<file path="config.mk">
export PLATFORM = sky130hd
export DESIGN_NAME = lru_page_frame_table
export DESIGN_NICKNAME = d
export VERILOG_FILES = /design/src/pft_pkg.sv /design/src/pft_cell.sv /design/src/lru_page_frame_table.sv
export SDC_FILE = /design/constraint.sdc
export NUM_CORES = 1
export LEC_CHECK = 0
export ABC_AREA = 1
export BUFFER_PORTS_ARGS = -buffer_cell sky130_fd_sc_hd__clkbuf_2
export CAP_MARGIN = 15
export CORE_MARGIN = 5
export CORE_UTILIZATION = 56
export DETAILED_ROUTE_END_ITERATION = 8
export PLACE_DENSITY = 0.77
export SKIP_CTS_REPAIR_TIMING = 1
export SYNTH_ARGS = -nofsm -noshare
export SYNTH_HDL_FRONTEND = slang
export SYNTH_SLANG_ARGS = --single-unit
</file>
<file path="constraint.sdc">
create_clock -name clk -period 2.6 [get_ports clk]
set_input_delay 0.52 -clock clk [delete_from_list [all_inputs] [get_ports clk]]
set_output_delay 0.52 -clock clk [all_outputs]
set_load 0.01 [all_outputs]
</file>
<file path="src/pft_pkg.sv">
`timescale 1ns / 1ps
// pft_pkg: shared types and constants for the page frame table.
// Used by pft_cell and lru_page_frame_table; depends on nothing.
package pft_pkg;

    localparam int FAULT_W = 16;
    localparam logic [FAULT_W-1:0] FAULT_MAX = {FAULT_W{1'b1}};

    // Sequencer states, one-hot
    typedef enum logic [3:0] {
        S_IDLE   = 4'b0001,
        S_SEL    = 4'b0010,
        S_GATHER = 4'b0100,
        S_UPDATE = 4'b1000
    } state_t;

    // "Seen so far" flags rippled from frame 0 upwards
    typedef struct packed {
        logic match;
        logic free;
        logic oldest;
    } flag_t;

    // Control broadcast from the sequencer to every cell
    typedef struct packed {
        logic pick;     // latch this cell's select bit
        logic upd;      // commit install and recency update
        logic is_hit;   // request matched a resident page
        logic is_free;  // an empty frame exists
    } ctl_t;

endpackage

</file>
<file path="src/pft_cell.sv">
`timescale 1ns / 1ps
// pft_cell: one page frame (page, valid, recency rank) of the table.
// Depends on pft_pkg; chained frame 0 upwards in lru_page_frame_table.
module pft_cell
    import pft_pkg::*;
#(
    parameter int FRAMES    = 8,
    parameter int PAGE_BITS = 8,
    parameter int IDX       = 0
)
(
    input  logic                         clk,
    input  logic                         rst_n,
    input  ctl_t                         ctl,
    input  logic [PAGE_BITS-1:0]         req_page,
    input  logic [$clog2(FRAMES):0]      old_rank,
    input  flag_t                        flag_in,
    output flag_t                        flag_out,
    input  logic [$clog2(FRAMES):0]      rank_in,
    output logic [$clog2(FRAMES):0]      rank_out,
    input  logic [PAGE_BITS-1:0]         page_in,
    output logic [PAGE_BITS-1:0]         page_out,
    input  logic [$clog2(FRAMES)-1:0]    idx_in,
    output logic [$clog2(FRAMES)-1:0]    idx_out,
    output logic                         valid,
    output logic                         sel
);

    localparam int IDX_W = $clog2(FRAMES);
    localparam logic [IDX_W-1:0] AGE_MAX = IDX_W'(FRAMES - 1);
    localparam logic [IDX_W-1:0] MY_IDX  = IDX_W'(IDX);

    logic [PAGE_BITS-1:0] page_reg;
    logic                 valid_reg;
    logic                 valid_next;
    logic [IDX_W-1:0]     age_reg;
    logic [IDX_W-1:0]     age_next;
    logic                 sel_reg;
    logic                 sel_next;
    logic                 my_match;
    logic                 my_free;
    logic                 my_oldest;

    // local compare
    assign my_match  = valid_reg && (page_reg == req_page);
    assign my_free   = !valid_reg;
    assign my_oldest = valid_reg && (age_reg == AGE_MAX);

    assign flag_out.match  = flag_in.match  | my_match;
    assign flag_out.free   = flag_in.free   | my_free;
    assign flag_out.oldest = flag_in.oldest | my_oldest;

    // first claimant in the chain wins
    always_comb
    begin
        if (ctl.is_hit)
            sel_next = my_match && !flag_in.match;
        else if (ctl.is_free)
            sel_next = my_free && !flag_in.free;
        else
            sel_next = my_oldest && !flag_in.oldest;
    end

    // gather chain: selected cell ORs in its rank, page and index
    assign rank_out = rank_in | (sel_reg ? {1'b0, age_reg} : '0);
    assign page_out = page_in | ((sel_reg && valid_reg) ? page_reg : '0);
    assign idx_out  = idx_in  | (sel_reg ? MY_IDX : '0);

    always_comb
    begin
        valid_next = valid_reg;
        age_next   = age_reg;
        if (ctl.upd)
        begin
            if (sel_reg)
            begin
                valid_next = 1'b1;
                age_next   = '0;
            end
            else if (valid_reg && ({1'b0, age_reg} < old_rank) && (age_reg != AGE_MAX))
            begin
                age_next = age_reg + 1'b1;
            end
        end
    end

    always_ff @(posedge clk or negedge rst_n)
    begin
        if (!rst_n)
        begin
            valid_reg <= 1'b0;
            age_reg   <= '0;
            sel_reg   <= 1'b0;
        end
        else
        begin
            valid_reg <= valid_next;
            age_reg   <= age_next;
            if (ctl.pick)
                sel_reg <= sel_next;
        end
    end

    always_ff @(posedge clk)
    begin
        if (ctl.upd && sel_reg)
            page_reg <= req_page;
    end

    assign valid = valid_reg;
    assign sel   = sel_reg;

endmodule

</file>
<file path="src/lru_page_frame_table.sv">
`timescale 1ns / 1ps
// lru_page_frame_table: fully associative page frame table, LRU replacement.
// A request word is taken in IDLE, then passes through the select, gather and
// update passes over the frame chain; update loads the result word. No new request
// word is taken until update is done. Output register holds a result while stalled.
// Reset (async, rst_n low): all frames empty, ranks and fault count zero.
// Depends on pft_pkg and pft_cell.
module lru_page_frame_table
    import pft_pkg::*;
#(
    parameter int FRAMES    = 8,
    parameter int PAGE_BITS = 8
)
(
    input  logic                       clk,
    input  logic                       rst_n,
    input  logic                       in_valid,
    output logic                       in_stall,
    input  logic [PAGE_BITS-1:0]       page_number,
    output logic                       out_valid,
    input  logic                       out_stall,
    output logic                       hit,
    output logic [$clog2(FRAMES)-1:0]  frame_index,
    output logic                       evicted_valid,
    output logic [PAGE_BITS-1:0]       evicted_page,
    output logic [FAULT_W-1:0]         fault_count
);

    localparam int IDX_W = $clog2(FRAMES);

    // Sequencer
    //   IDLE   : take a request word
    //   SEL    : every cell compares; flag chain picks hit / free / oldest frame
    //   GATHER : selected cell drives its rank, page and index down the chain
    //   UPDATE : install page, age younger frames, load the output register
    state_t state_reg;
    state_t state_next;

    logic [PAGE_BITS-1:0] req_page_reg;
    logic                 hit_reg;
    logic                 free_reg;
    logic [IDX_W:0]       old_rank_reg;
    logic [PAGE_BITS-1:0] ev_page_reg;
    logic [IDX_W-1:0]     idx_reg;
    logic [FAULT_W-1:0]   faults_reg;
    logic [FAULT_W-1:0]   faults_next;

    logic                 out_valid_reg;
    logic                 out_hit_reg;
    logic [IDX_W-1:0]     out_idx_reg;
    logic                 out_ev_valid_reg;
    logic [PAGE_BITS-1:0] out_ev_page_reg;
    logic [FAULT_W-1:0]   out_faults_reg;

    logic                 out_free;
    logic                 in_take;
    ctl_t                 ctl;

    // Chains between cells; element 0 is the head
    flag_t                flag_chain [FRAMES+1];
    logic [IDX_W:0]       rank_chain [FRAMES+1];
    logic [PAGE_BITS-1:0] page_chain [FRAMES+1];
    logic [IDX_W-1:0]     idx_chain  [FRAMES+1];
    logic [FRAMES-1:0]    valid_vec;
    logic [FRAMES-1:0]    sel_vec;

    assign in_stall = (state_reg != S_IDLE);
    assign in_take  = in_valid && !in_stall;
    assign out_free = !out_valid_reg || !out_stall;

    // The mode always comes straight off the chain tail; cells only latch a pick in SEL
    always_comb
    begin
        ctl.pick    = (state_reg == S_SEL);
        ctl.upd     = (state_reg == S_UPDATE) && out_free;
        ctl.is_hit  = flag_chain[FRAMES].match;
        ctl.is_free = flag_chain[FRAMES].free;
    end

    assign flag_chain[0] = '0;
    assign rank_chain[0] = '0;
    assign page_chain[0] = '0;
    assign idx_chain[0]  = '0;

    genvar g;
    generate
        for (g = 0; g < FRAMES; g++)
        begin : g_cell
            pft_cell #(
                .FRAMES    (FRAMES),
                .PAGE_BITS (PAGE_BITS),
                .IDX       (g)
            ) u_cell (
                .clk      (clk),
                .rst_n    (rst_n),
                .ctl      (ctl),
                .req_page (req_page_reg),
                .old_rank (old_rank_reg),
                .flag_in  (flag_chain[g]),
                .flag_out (flag_chain[g+1]),
                .rank_in  (rank_chain[g]),
                .rank_out (rank_chain[g+1]),
                .page_in  (page_chain[g]),
                .page_out (page_chain[g+1]),
                .idx_in   (idx_chain[g]),
                .idx_out  (idx_chain[g+1]),
                .valid    (valid_vec[g]),
                .sel      (sel_vec[g])
            );
        end
    endgenerate

    always_comb
    begin
        state_next = state_reg;
        case (state_reg)
            S_IDLE:   if (in_take) state_next = S_SEL;
            S_SEL:    state_next = S_GATHER;
            S_GATHER: state_next = S_UPDATE;
            S_UPDATE: if (out_free) state_next = S_IDLE;
            default:  state_next = S_IDLE;
        endcase
    end

    // saturating fault counter
    assign faults_next = (!hit_reg && (faults_reg != FAULT_MAX)) ? faults_reg + 1'b1
                                                                 : faults_reg;

    always_ff @(posedge clk or negedge rst_n)
    begin
        if (!rst_n)
        begin
            state_reg     <= S_IDLE;
            faults_reg    <= '0;
            out_valid_reg <= 1'b0;
            hit_reg       <= 1'b0;
            free_reg      <= 1'b0;
        end
        else
        begin
            state_reg <= state_next;
            if (state_reg == S_SEL)
            begin
                hit_reg  <= ctl.is_hit;
                free_reg <= !ctl.is_hit && ctl.is_free;
            end
            if (ctl.upd)
                faults_reg <= faults_next;
            if (ctl.upd)
                out_valid_reg <= 1'b1;
            else if (!out_stall)
                out_valid_reg <= 1'b0;
        end
    end

    // payload registers
    always_ff @(posedge clk)
    begin
        if (in_take)
            req_page_reg <= page_number;
        if (state_reg == S_GATHER)
        begin
            // a fill ages every valid frame: old rank is FRAMES
            old_rank_reg <= free_reg ? (IDX_W+1)'(FRAMES) : rank_chain[FRAMES];
            ev_page_reg  <= (hit_reg || free_reg) ? '0 : page_chain[FRAMES];
            idx_reg      <= idx_chain[FRAMES];
        end
        if (ctl.upd)
        begin
            out_hit_reg      <= hit_reg;
            out_idx_reg      <= idx_reg;
            out_ev_valid_reg <= !hit_reg && !free_reg;
            out_ev_page_reg  <= ev_page_reg;
            out_faults_reg   <= faults_next;
        end
    end

    assign out_valid     = out_valid_reg;
    assign hit           = out_hit_reg;
    assign frame_index   = out_idx_reg;
    assign evicted_valid = out_ev_valid_reg;
    assign evicted_page  = out_ev_page_reg;
    assign fault_count   = out_faults_reg;

    // exactly one frame is chosen for every request
    a_one_sel: assert property (@(posedge clk) disable iff (!rst_n)
        (state_reg == S_GATHER) |-> $onehot(sel_vec))
        else $error("frame select not one-hot");

    // frames never become empty again
    a_valid_grows: assert property (@(posedge clk) disable iff (!rst_n)
        ($countones(valid_vec) >= $past($countones(valid_vec))))
        else $error("resident frame count dropped");

    // an eviction only happens with every frame resident
    a_evict_full: assert property (@(posedge clk) disable iff (!rst_n)
        (ctl.upd && !hit_reg && !free_reg) |-> (valid_vec == {FRAMES{1'b1}}))
        else $error("eviction with an empty frame present");

    // a new result is loaded only from the update pass
    a_out_src: assert property (@(posedge clk) disable iff (!rst_n)
        $rose(out_valid_reg) |-> $past(state_reg == S_UPDATE))
        else $error("result word appeared outside update");

endmodule

</file>
==> results of run 1 <==
routing by layer:
layer / vias up / part of all wire (%) / GRT usage, %
met4: 0 / 2.4 / 8.85
met1: 3257 / 43 / 31.9
li1: 3299 / - / -
met2: 310 / 47 / 37.6
met3: 44 / 7.5 / 4.33
met5: - / 0 / 0
cell families after synthesis:
| family | Yosys count | share of synthesized area, % |
|---|---|---|
| xor gates and xnor gates | 32 | 3.15 |
| DFF | 179 | 56.8 |
| AOI/OAI and AO/OA | 147 | 9.95 |
| and+or+nand+nor | 394 | 19.0 |
| adders and majority gates | 33 | 4.63 |
| buffers and inverters | 145 | 6.51 |
path summary, 6_finish.rpt:
kind	to	slack, ps
worst max-delay path	g_cell[5].u_cell.sel	300
worst min-delay path	faults_reg[10]	90
worst max register to register	g_cell[5].u_cell.sel	300
worst min register to register	evicted_page[3]	420
max in group asynchronous	state_reg[0]	2160
min in group clk	req_page_reg[7]	260
Yosys cell counts (4+ instances only):
library cell / count / area [sq um]
nand2_1: 232 / 871
inv_1: 121 / 454
edfxtp_1: 116 / 3480
dfrtp_1: 62 / 1550
nor2_1: 60 / 225
o21ai_0: 55 / 275
nand3_1: 48 / 240
ha_1: 33 / 413
a21oi_1: 30 / 150
xor2_1: 22 / 193
nor3_1: 19 / 95.1
o22ai_1: 19 / 119
nand4_1: 16 / 100
a221oi_1: 15 / 131
xnor2_1: 10 / 87.6
inv_2: 9 / 33.8
o31ai_1: 8 / 60.1
a31oi_1: 6 / 37.5
buf_2: 5 / 25.0
a22o_1: 4 / 35.0
clkbuf_1: 4 / 15.0
o2111ai_1: 4 / 35.0
per-stage QoR:
| step | worst slack (ps) | utilization [%] | total power [mW] |
|---|---|---|---|
| floorplan | 201 | - | 5.24 |
| global placement | 429 | 60.1 | 5.81 |
| detailed placement | 381 | 60.1 | 5.87 |
| CTS | 367 | 63.7 | 8.36 |
| global route | 128 | 63.7 | 8.79 |
| finish | 295 | 63.7 | 8.37 |
layout by cell type (no fill, tap or decap), types with 4 or more instances in the layout:
cell type,instances
nand2_1,232
inv_1,120
edfxtp_1,116
dfrtp_1,62
nor2_1,60
o21ai_0,55
nand3_1,48
clkbuf_2,42
ha_1,33
a21oi_1,30
xor2_1,22
nor3_1,19
o22ai_1,19
buf_4,18
clkbuf_16,17
nand4_1,16
a221oi_1,15
inv_2,10
xnor2_1,10
o31ai_1,8
a31oi_1,6
o2111ai_1,4
a22o_1,4
clkinv_2,4
where the power goes:
part / internal [mW] / leakage (nW) / total [mW] / switching, mW
clock: 1.41 / 0.275 / 2.48 / 1.07
sequential: 3.51 / 1.82 / 3.89 / 0.385
combinational: 0.676 / 2.46 / 2.00 / 1.32
total: 5.59 / 4.55 / 8.37 / 2.78
final cells by class:
type	instances	share of cell area, %
Inverter	131	4.90
Tap cell	216	2.69
Sequential cell	179	50.4
Clock inverter	14	1.37
Timing Repair Buffer	62	3.84
Multi-Input combinational cell	606	32.5
Clock buffer	18	4.27
worst register-to-register path, cell delays in order (launching register included):
cell and delay (ps):
edfxtp_1 770, inv_1 190, o22ai_1 190, nor2_1 60, nand3_1 90, nor2_1 90
nor2_2 290, nand4_2 250, nor2_2 190, nand2_1 80, nand2_1 60
==> metrics.csv, run 1 <==
metric,value,unit
FP Rows,46,
largest net degree at the start of global routing,64,
CP arrival,2680,ps
drc violations,0,
setup TNS,0,ps
grt ovf,0,
Critical path origin,req_page_reg[2],
kind of critical path,flop to flop,
"Cell Chain, Critical Path",inv_1 -> o22ai_1 -> nor2_1 -> nand3_1 -> nor2_1 -> nor2_2 -> nand4_2 -> nor2_2 -> nand2_1 -> nand2_1,
CP Capture Type,flop,
CTS sink cnt,179,
Hold/Removal Path Class,primary input to async pin,
placed cell count,1194,
"EDFF count, synth",116,
Clock transition at path regs,70,ps
unique cell type count in the Yosys netlist,40,
Startpoint Class,flop,
Clock Latency Late Sink,430,ps
IO Port Bufs,42,
top_reg_cell synth,edfxtp_1,
Post-DP Area,0.00948,sq mm
status,"complete, no violations",
ratio of final minimum period to clock period,88.6,%
FF-to-FF Start,req_page_reg[2],
max_slew headroom,49.7,%
minimum clock period,2300,ps
first-pass GRT wire length,33.4,mm
Post-DRT Antenna Nets,0,
register bit total from synthesis,179,
Seq. cell area,0.00506,sq mm
crit-path max cell delay,770,ps
Finished Cell Area,0.0100,sq mm
Layout fillers,1308,
syn nets,975,
max cap viols,0,
ratio of cells with drive above 1 in the final layout,11.4,%
Tot GR Track Use,23.4,%
starting DRC count in detailed routing,791,
post-route non-filler standard cell count,1226,
antenna diode count,0,
peak supply drop,0.000629,V
critical path buffer and inverter count,1,
worst reg2reg path depth,10,
Syn-to-layout area delta,12.7,%
vias post-DR,6910,
Hold WS,89.6,ps
Yosys warnings,0,
CTS root buf,clkbuf_16,
clock skew,7.32,ps
final wirelength,20.7,mm
Gate Count Post-Synth,930,
Syn Area/Cell,9.58,sq um
initial core utilization,56.5,%
First-pass DRT Iterations,5,
Critical-path top delay cell,edfxtp_1,
RSZ-0062 raised after global routing,no,
DP HPWL,14.8,mm
CTS tree,built,
Slew @ Worst Pin,753,ps
multi-input gate area in the final layout,0.00327,sq mm
CTS max path bufs,2,
final setup fails,0,
family with the most delay on the worst path,simple AND/OR/NAND/NOR gates,
Final Hold Fails,0,
Crit path depth,10,
Chip Height,136,um
nets@finish,1042,
Pleak,4.55,nW
routability congestion estimate,0.926,
achievable frequency,434,MHz
initial antenna violation count,0,
core area,0.0158,sq mm
chip width,136,um
wire per inst,16.8,um
"critical path fanouts, max",17,
Synth async-reset ratio,35.2,%
sequential area share after synthesis,56.8,%
IO Pins,43,
TritonCTS Buffers,17,
H-Tree Depth,4,
Power Dens Cells,833,mW/mm^2
Worst Path Required,2980,ps
Vias/cell,5.64,
Slew Limit Fails,0,
die area,0.0185,sq mm
flip-flop count of the largest register after layout,64,
vias in the first global route,6642,
"Cell Area, Synth",0.00891,sq mm
Power figures use the tool's default switching activity.
==> run 2: changes to the inputs <==
--- a/config.mk
+++ b/config.mk
@@ -9,10 +9,11 @@
 export BUFFER_PORTS_ARGS = -buffer_cell sky130_fd_sc_hd__clkbuf_2
 export CAP_MARGIN = 15
 export CORE_MARGIN = 5
-export CORE_UTILIZATION = 56
+export CORE_UTILIZATION = 57
 export DETAILED_ROUTE_END_ITERATION = 8
 export PLACE_DENSITY = 0.77
 export SKIP_CTS_REPAIR_TIMING = 1
 export SYNTH_ARGS = -nofsm -noshare
 export SYNTH_HDL_FRONTEND = slang
+export SYNTH_HIERARCHICAL = 1
 export SYNTH_SLANG_ARGS = --single-unit
==> run 2 against run 1 <==
The run now ends with negative setup slack left. Total power increased by 4.7%. First-iteration DRC count decreased by 28%. Critical path type unchanged. Design area increased by 17%. Clock-buffer cell count decreased by 1. Highest routed layer unchanged.
==> metrics.csv, run 2 <==
metric,value,unit,change
status,"complete, but fails checks",,
failing checks,negative setup slack,,
Power Dens Cells,743,mW/mm^2,-11%
worst slack at placement,-271,ps,-652 ps
max cap viols,0,,unchanged
Post-DRT Antenna Nets,0,,unchanged
Vias/cell,5.15,,-8.7%
wire per inst,14.6,um,-13%
flip-flop count of the largest register after layout,64,,unchanged
CP arrival,3230,ps,+550 ps
nets@finish,1376,,+32%
drc violations,0,,unchanged
Slew @ Worst Pin,626,ps,-127 ps
DP HPWL,16.6,mm,+12%
CP Capture Type,flop,,
most frequent cells in the layout,"nand2_1 (328), inv_1 (220), edfxtp_1 (116), nor2_1 (112), nand3_1 (82)",,
FP Rows,49,,+6.5%
ratio of final minimum period to clock period,112,%,+23 points
CTS root buf,clkbuf_16,,
initial antenna violation count,0,,unchanged
die area,0.0211,sq mm,+14%
CTS tree,built,,
starting DRC count in detailed routing,567,,-28%
First-pass DRT Iterations,7,,+2
final wirelength,23.0,mm,+11%
multi-input gate area in the final layout,0.00438,sq mm,+34%
worst setup margin,-307,ps,-602 ps
CTS max path bufs,2,,unchanged
TritonCTS Buffers,17,,unchanged
R2R Path End,g_cell[7].u_cell/sel,,
H-Tree Depth,4,,unchanged
"critical path fanouts, max",4,,-13
max_slew headroom,58.2,%,+8.5 points
kind of critical path,flop to flop,,
largest net degree at the start of global routing,39,,-39%
grt ovf,0,,unchanged
Yosys warnings,6,,+6
"Cell Area, Synth",0.0104,sq mm,+17%
initial core utilization,58.0,%,+1.5 points
ratio of cells with drive above 1 in the final layout,16.3,%,+4.9 points
vias in the first global route,7848,,+18%
"commonest non-fill, non-tap cell in the layout",nand2_1,,
peak supply drop,0.000482,V,-23%
Tot GR Track Use,21.7,%,-1.7 points
Layout fillers,1444,,+10%
first-pass GRT wire length,37.8,mm,+13%
Startpoint Class,flop,,
FF-to-FF Start,g_cell[0].u_cell/valid,,
core area,0.0180,sq mm,+14%
vias post-DR,8094,,+17%
final setup fails,12,,+12
final core utilization,65.4,%,+1.7 points
Syn Area/Cell,8.41,sq um,-12%
Slew Limit Fails,0,,unchanged
routability congestion estimate,0.868,,-6.3%
Worst Path Required,2920,ps,-60 ps
Final Hold Fails,0,,unchanged
IO Pins,43,,unchanged
Gate Count Post-Synth,1242,,+34%
reg-to-reg setup timing slack,-310,ps,-600 ps
chip width,145,um,+6.8%
achievable frequency,344,MHz,-21%
Syn-to-layout area delta,12.8,%,
Pleak,6.11,nW,+34%
Clock Latency Late Sink,430,ps,about the same
RSZ-0062 raised after global routing,yes,,
Seq. cell area,0.00506,sq mm,unchanged
Hold/Removal Path Class,primary input to async pin,,
clock skew,10.4,ps,+3.05 ps
Clock transition at path regs,70,ps,about the same
CTS sink cnt,179,,unchanged
antenna diode count,0,,unchanged
worst reg2reg path depth,12,,+2
minimum clock period,2910,ps,+602 ps
IO Port Bufs,42,,unchanged
Chip Height,145,um,+6.8%
run 2: worst max path at each step:
stage	startpoint	to	slack, ps
2_1_floorplan	req_page_reg[7]	g_cell[0].u_cell/sel	-70
3_3_place_gp	g_cell[0].u_cell/valid	g_cell[6].u_cell/sel	-220
3_5_place_dp	g_cell[0].u_cell/valid	g_cell[6].u_cell/sel	-270
4_1_cts	g_cell[0].u_cell/valid	g_cell[6].u_cell/sel	-290
5_1_grt	g_cell[0].u_cell/valid	g_cell[7].u_cell/sel	-350
6_report	g_cell[0].u_cell/valid	g_cell[7].u_cell/sel	-310
run 2: cell type report:
class	instances	share of cell area, %
Clock buffer	17	3.61
Sequential cell	179	42.9
Inverter	229	7.31
Multi-Input combinational cell	816	37.1
Timing Repair Buffer	88	4.92
Tap cell	229	2.43
Clock inverter	15	1.68
run 2: stage by stage:
step | power (mW) | std cells | instance area, sq um | setup TNS (ps) | hold WS [ps]
4_1_cts | 8.78 | 1571 | 11700 | -2620 | 89.8
6_report | 8.76 | 1573 | 11800 | -2100 | 89.9
2_1_floorplan | 5.36 | 1262 | 10500 | -561 | 224
3_5_place_dp | 6.06 | 1539 | 11100 | -2370 | 405
3_3_place_gp | 5.97 | 1539 | 11100 | -1950 | 402
5_1_grt | 9.28 | 1573 | 11800 | -3310 | 122
run 2: critical path: stages, from the launching register on:
cell and delay, ps:
dfrtp_1 390, inv_4 40, or2_4 240, or2_4 230, or2_4 230, or2_4 230, or2_4 230, or2_4 230
or2_4 250, or2_4 280, o21bai_1 190, a31oi_1 170, a21oi_1 80
run 2: where the power goes:
| group | switching (mW) | internal (mW) | total, mW |
|---|---|---|---|
| registers | 0.443 | 3.43 | 3.87 |
| logic | 1.29 | 0.881 | 2.17 |
| clock network | 1.17 | 1.55 | 2.72 |
| total | 2.91 | 5.86 | 8.76 |
run 2: metal layers:
| layer | GRT usage [%] | vias to the layer above | wire, um |
|---|---|---|---|
| li1 | - | 4081 | - |
| met1 | 27.7 | 3771 | 9920 |
| met2 | 37.6 | 198 | 11500 |
| met5 | 0 | - | 0 |
| met4 | 6.95 | 0 | 562 |
| met3 | 3.86 | 44 | 954 |
==> run 3: changes to the inputs <==
--- a/config.mk
+++ b/config.mk
@@ -8,6 +8,7 @@
 export ABC_AREA = 1
 export BUFFER_PORTS_ARGS = -buffer_cell sky130_fd_sc_hd__clkbuf_2
 export CAP_MARGIN = 15
+export CORE_ASPECT_RATIO = 1.4
 export CORE_MARGIN = 5
 export CORE_UTILIZATION = 57
 export DETAILED_ROUTE_END_ITERATION = 8
==> run 3 against run 2 <==
The flow still finishes with violations (negative setup slack). Global-route usage is 0.58 points lower. Critical path type unchanged. Design area is 0.70% lower. Clock-buffer cell count stayed put. First-iteration DRC count is 18% lower. Combinational power is 3% lower. Hold slack better by 170 ps. Worst setup slack better by 24 ps. Die area is 0.18% higher. Register-to-register slack better by 20 ps.
==> metrics.csv, run 3 (synthesis gave the netlist of run 2 again) <==
metric,value,unit,change
most frequent cells in the layout,"nand2_1 (327), inv_1 (220), edfxtp_1 (116), nor2_1 (112), nand3_1 (82)",,
ratio of final minimum period to clock period,111,%,-0.92 points
cell mode on critical path,or2_4,,
Comb power frac,24.7,%,about the same
Post-DP Area,0.0110,sq mm,-0.73%
minimum clock period,2880,ps,-24.0 ps
grt ovf,0,,unchanged
RSZ-0062 raised after global routing,yes,,
first-pass GRT wire length,35.9,mm,-5.1%
CP Capture Type,flop,,
Critical-path top delay cell,dfrtp_1,,
CTS sink cnt,179,,unchanged
Clock transition at path regs,70,ps,about the same
Tot GR Track Use,21.1,%,-0.58 points
Chip Height,170,um,+17%
TritonCTS Buffers,17,,unchanged
Clock Latency Late Sink,430,ps,about the same
antenna diode count,0,,unchanged
Startpoint Class,flop,,
"Cell Chain, Critical Path",inv_4 -> or2_4 -> or2_4 -> or2_4 -> or2_4 -> or2_4 -> or2_4 -> or2_4 -> or2_4 -> o21bai_1 -> a31oi_1 -> a21oi_1,,
vias in the first global route,7733,,-1.5%
grt met2 use,39.5,%,+1.9 points
CTS max path bufs,2,,unchanged
CTS root buf,clkbuf_16,,
routability congestion estimate,0.900,,+3.7%
max_slew headroom,58.0,%,-0.23 points
Final Hold Fails,0,,unchanged
critical path buffer and inverter count,1,,unchanged
Layout fillers,1475,,+2.1%
met3 usage,3.77,%,-0.094 points
status,"complete, but fails checks",,
CTS tree,built,,
initial core utilization,58.1,%,+0.089 points
"commonest non-fill, non-tap cell in the layout",nand2_1,,
drc violations,0,,unchanged
flip-flop count of the largest register after layout,64,,unchanged
worst setup margin,-283,ps,+24.0 ps
failing checks,negative setup slack,,
Pleak,6.06,nW,-0.78%
IO Pins,43,,unchanged
kind of critical path,flop to flop,,
wire per inst,14.1,um,-3.4%
part of the power in the clock network,29.6,%,-1.4 points
core area,0.0180,sq mm,-0.15%
Syn-to-layout area delta,12.0,%,
final setup fails,12,,unchanged
First-pass DRT Iterations,5,,-2
Int Power,5.65,mW,-3.5%
FP Rows,58,,+18%
vias post-DR,8049,,-0.56%
Post-DRT Antenna Nets,0,,unchanged
largest net degree at the start of global routing,58,,+49%
"Power, Total",8.55,mW,-2.4%
Vias/cell,5.10,,-0.81%
worst slack at placement,-285,ps,-13.8 ps
DP HPWL,16.2,mm,-2.2%
Slew Limit Fails,0,,unchanged
final wirelength,22.2,mm,-3.1%
ratio of cells with drive above 1 in the final layout,15.8,%,-0.51 points
Hold/Removal Path Class,primary input to flop,,
achievable frequency,347,MHz,+0.83%
chip width,124,um,-14%
die area,0.0212,sq mm,+0.18%
max cap viols,0,,unchanged
nets@finish,1369,,-0.51%
power share of the sequential group,45.7,%,+1.5 points
net switching power,2.90,mW,-0.20%
"critical path fanouts, max",5,,+1
initial antenna violation count,0,,unchanged
H-Tree Depth,4,,unchanged
clock skew,9.12,ps,-1.25 ps
Finished Cell Area,0.0117,sq mm,-0.70%
CP arrival,3200,ps,-30 ps
Power Dens Cells,731,mW/mm^2,-1.7%
crit-path max cell delay,400,ps,about the same
family with the most delay on the worst path,simple AND/OR/NAND/NOR gates,,
peak supply drop,0.000545,V,+13%
starting DRC count in detailed routing,464,,-18%
Worst Path Required,2910,ps,about the same
Net Sw Frac,33.9,%,+0.75 points
met1 usage,23.2,%,-4.5 points
GR peak layer,met2,,
Slew @ Worst Pin,630,ps,+3.42 ps
IO Port Bufs,42,,unchanged
-- run 3: changes by cell type in the layout (fill, tap and decap cells not counted), moves of 2 or more --
cell,previous run,this run
bufinv_16,3,1
buf_4,44,36
inv_8,2,6
inv_6,6,3
clkinv_4,0,3
-- run 3: power groups by stage --
stage | logic [mW] | clock network (mW) | registers, mW
floorplan | 1.57 | 0 | 3.79
global placement | 2.01 | 0 | 3.93
detailed placement | 2.08 | 0 | 3.96
CTS | 2.09 | 2.59 | 3.90
global route | 2.39 | 2.71 | 3.95
finish | 2.11 | 2.54 | 3.91
-- run 3: layout make-up --
class	instances	area (sq um)	share of cell area, %
Clock inverter	15	161	1.38
Clock buffer	17	425	3.63
Multi-Input combinational cell	816	4370	37.4
Timing Repair Buffer	81	522	4.46
Inverter	229	862	7.36
Tap cell	240	300	2.57
Sequential cell	179	5060	43.2
-- run 3: worst paths after layout --
check | start | slack, ps | to | cells past startpoint
setup / recovery | g_cell[0].u_cell/valid | -280 | g_cell[1].u_cell/sel | 12
hold / removal | page_number[4] | 260 | req_page_reg[4] | 1
setup reg to reg | g_cell[0].u_cell/valid | -280 | g_cell[1].u_cell/sel | 12
hold reg to reg | ev_page_reg[0] | 420 | evicted_page[0] | 0
max in group asynchronous | rst_n | 1450 | state_reg[0] | 3
min in group asynchronous | rst_n | 510 | g_cell[0].u_cell/age_reg[0] | 2
-- run 3: metrics by stage --
stage	std cells	hold slack [ps]	util (%)	setup TNS [ps]
floorplan	1262	224	-	-561
global placement	1539	402	61.3	-1940
detailed placement	1539	405	61.3	-2320
CTS	1571	-59.2	64.6	-2500
global route	1577	239	65.0	-3570
finish	1577	261	65.0	-2550
-- run 3: worst reg2reg max path, cell delays in order (launching register included) --
cell and delay, ps:
dfrtp_1 400, inv_4 40, or2_4 240, or2_4 230
or2_4 230, or2_4 230, or2_4 230, or2_4 230
or2_4 250, or2_4 290, o21bai_1 160, a31oi_1 140
a21oi_1 90
-- run 3: per-layer routing --
metal  up-vias  part of all wire [%]
met5         -                     0
met3        55                   3.9
met4         0                   3.3
met2       205                    53
li1       4086                     -
met1      3703                    39
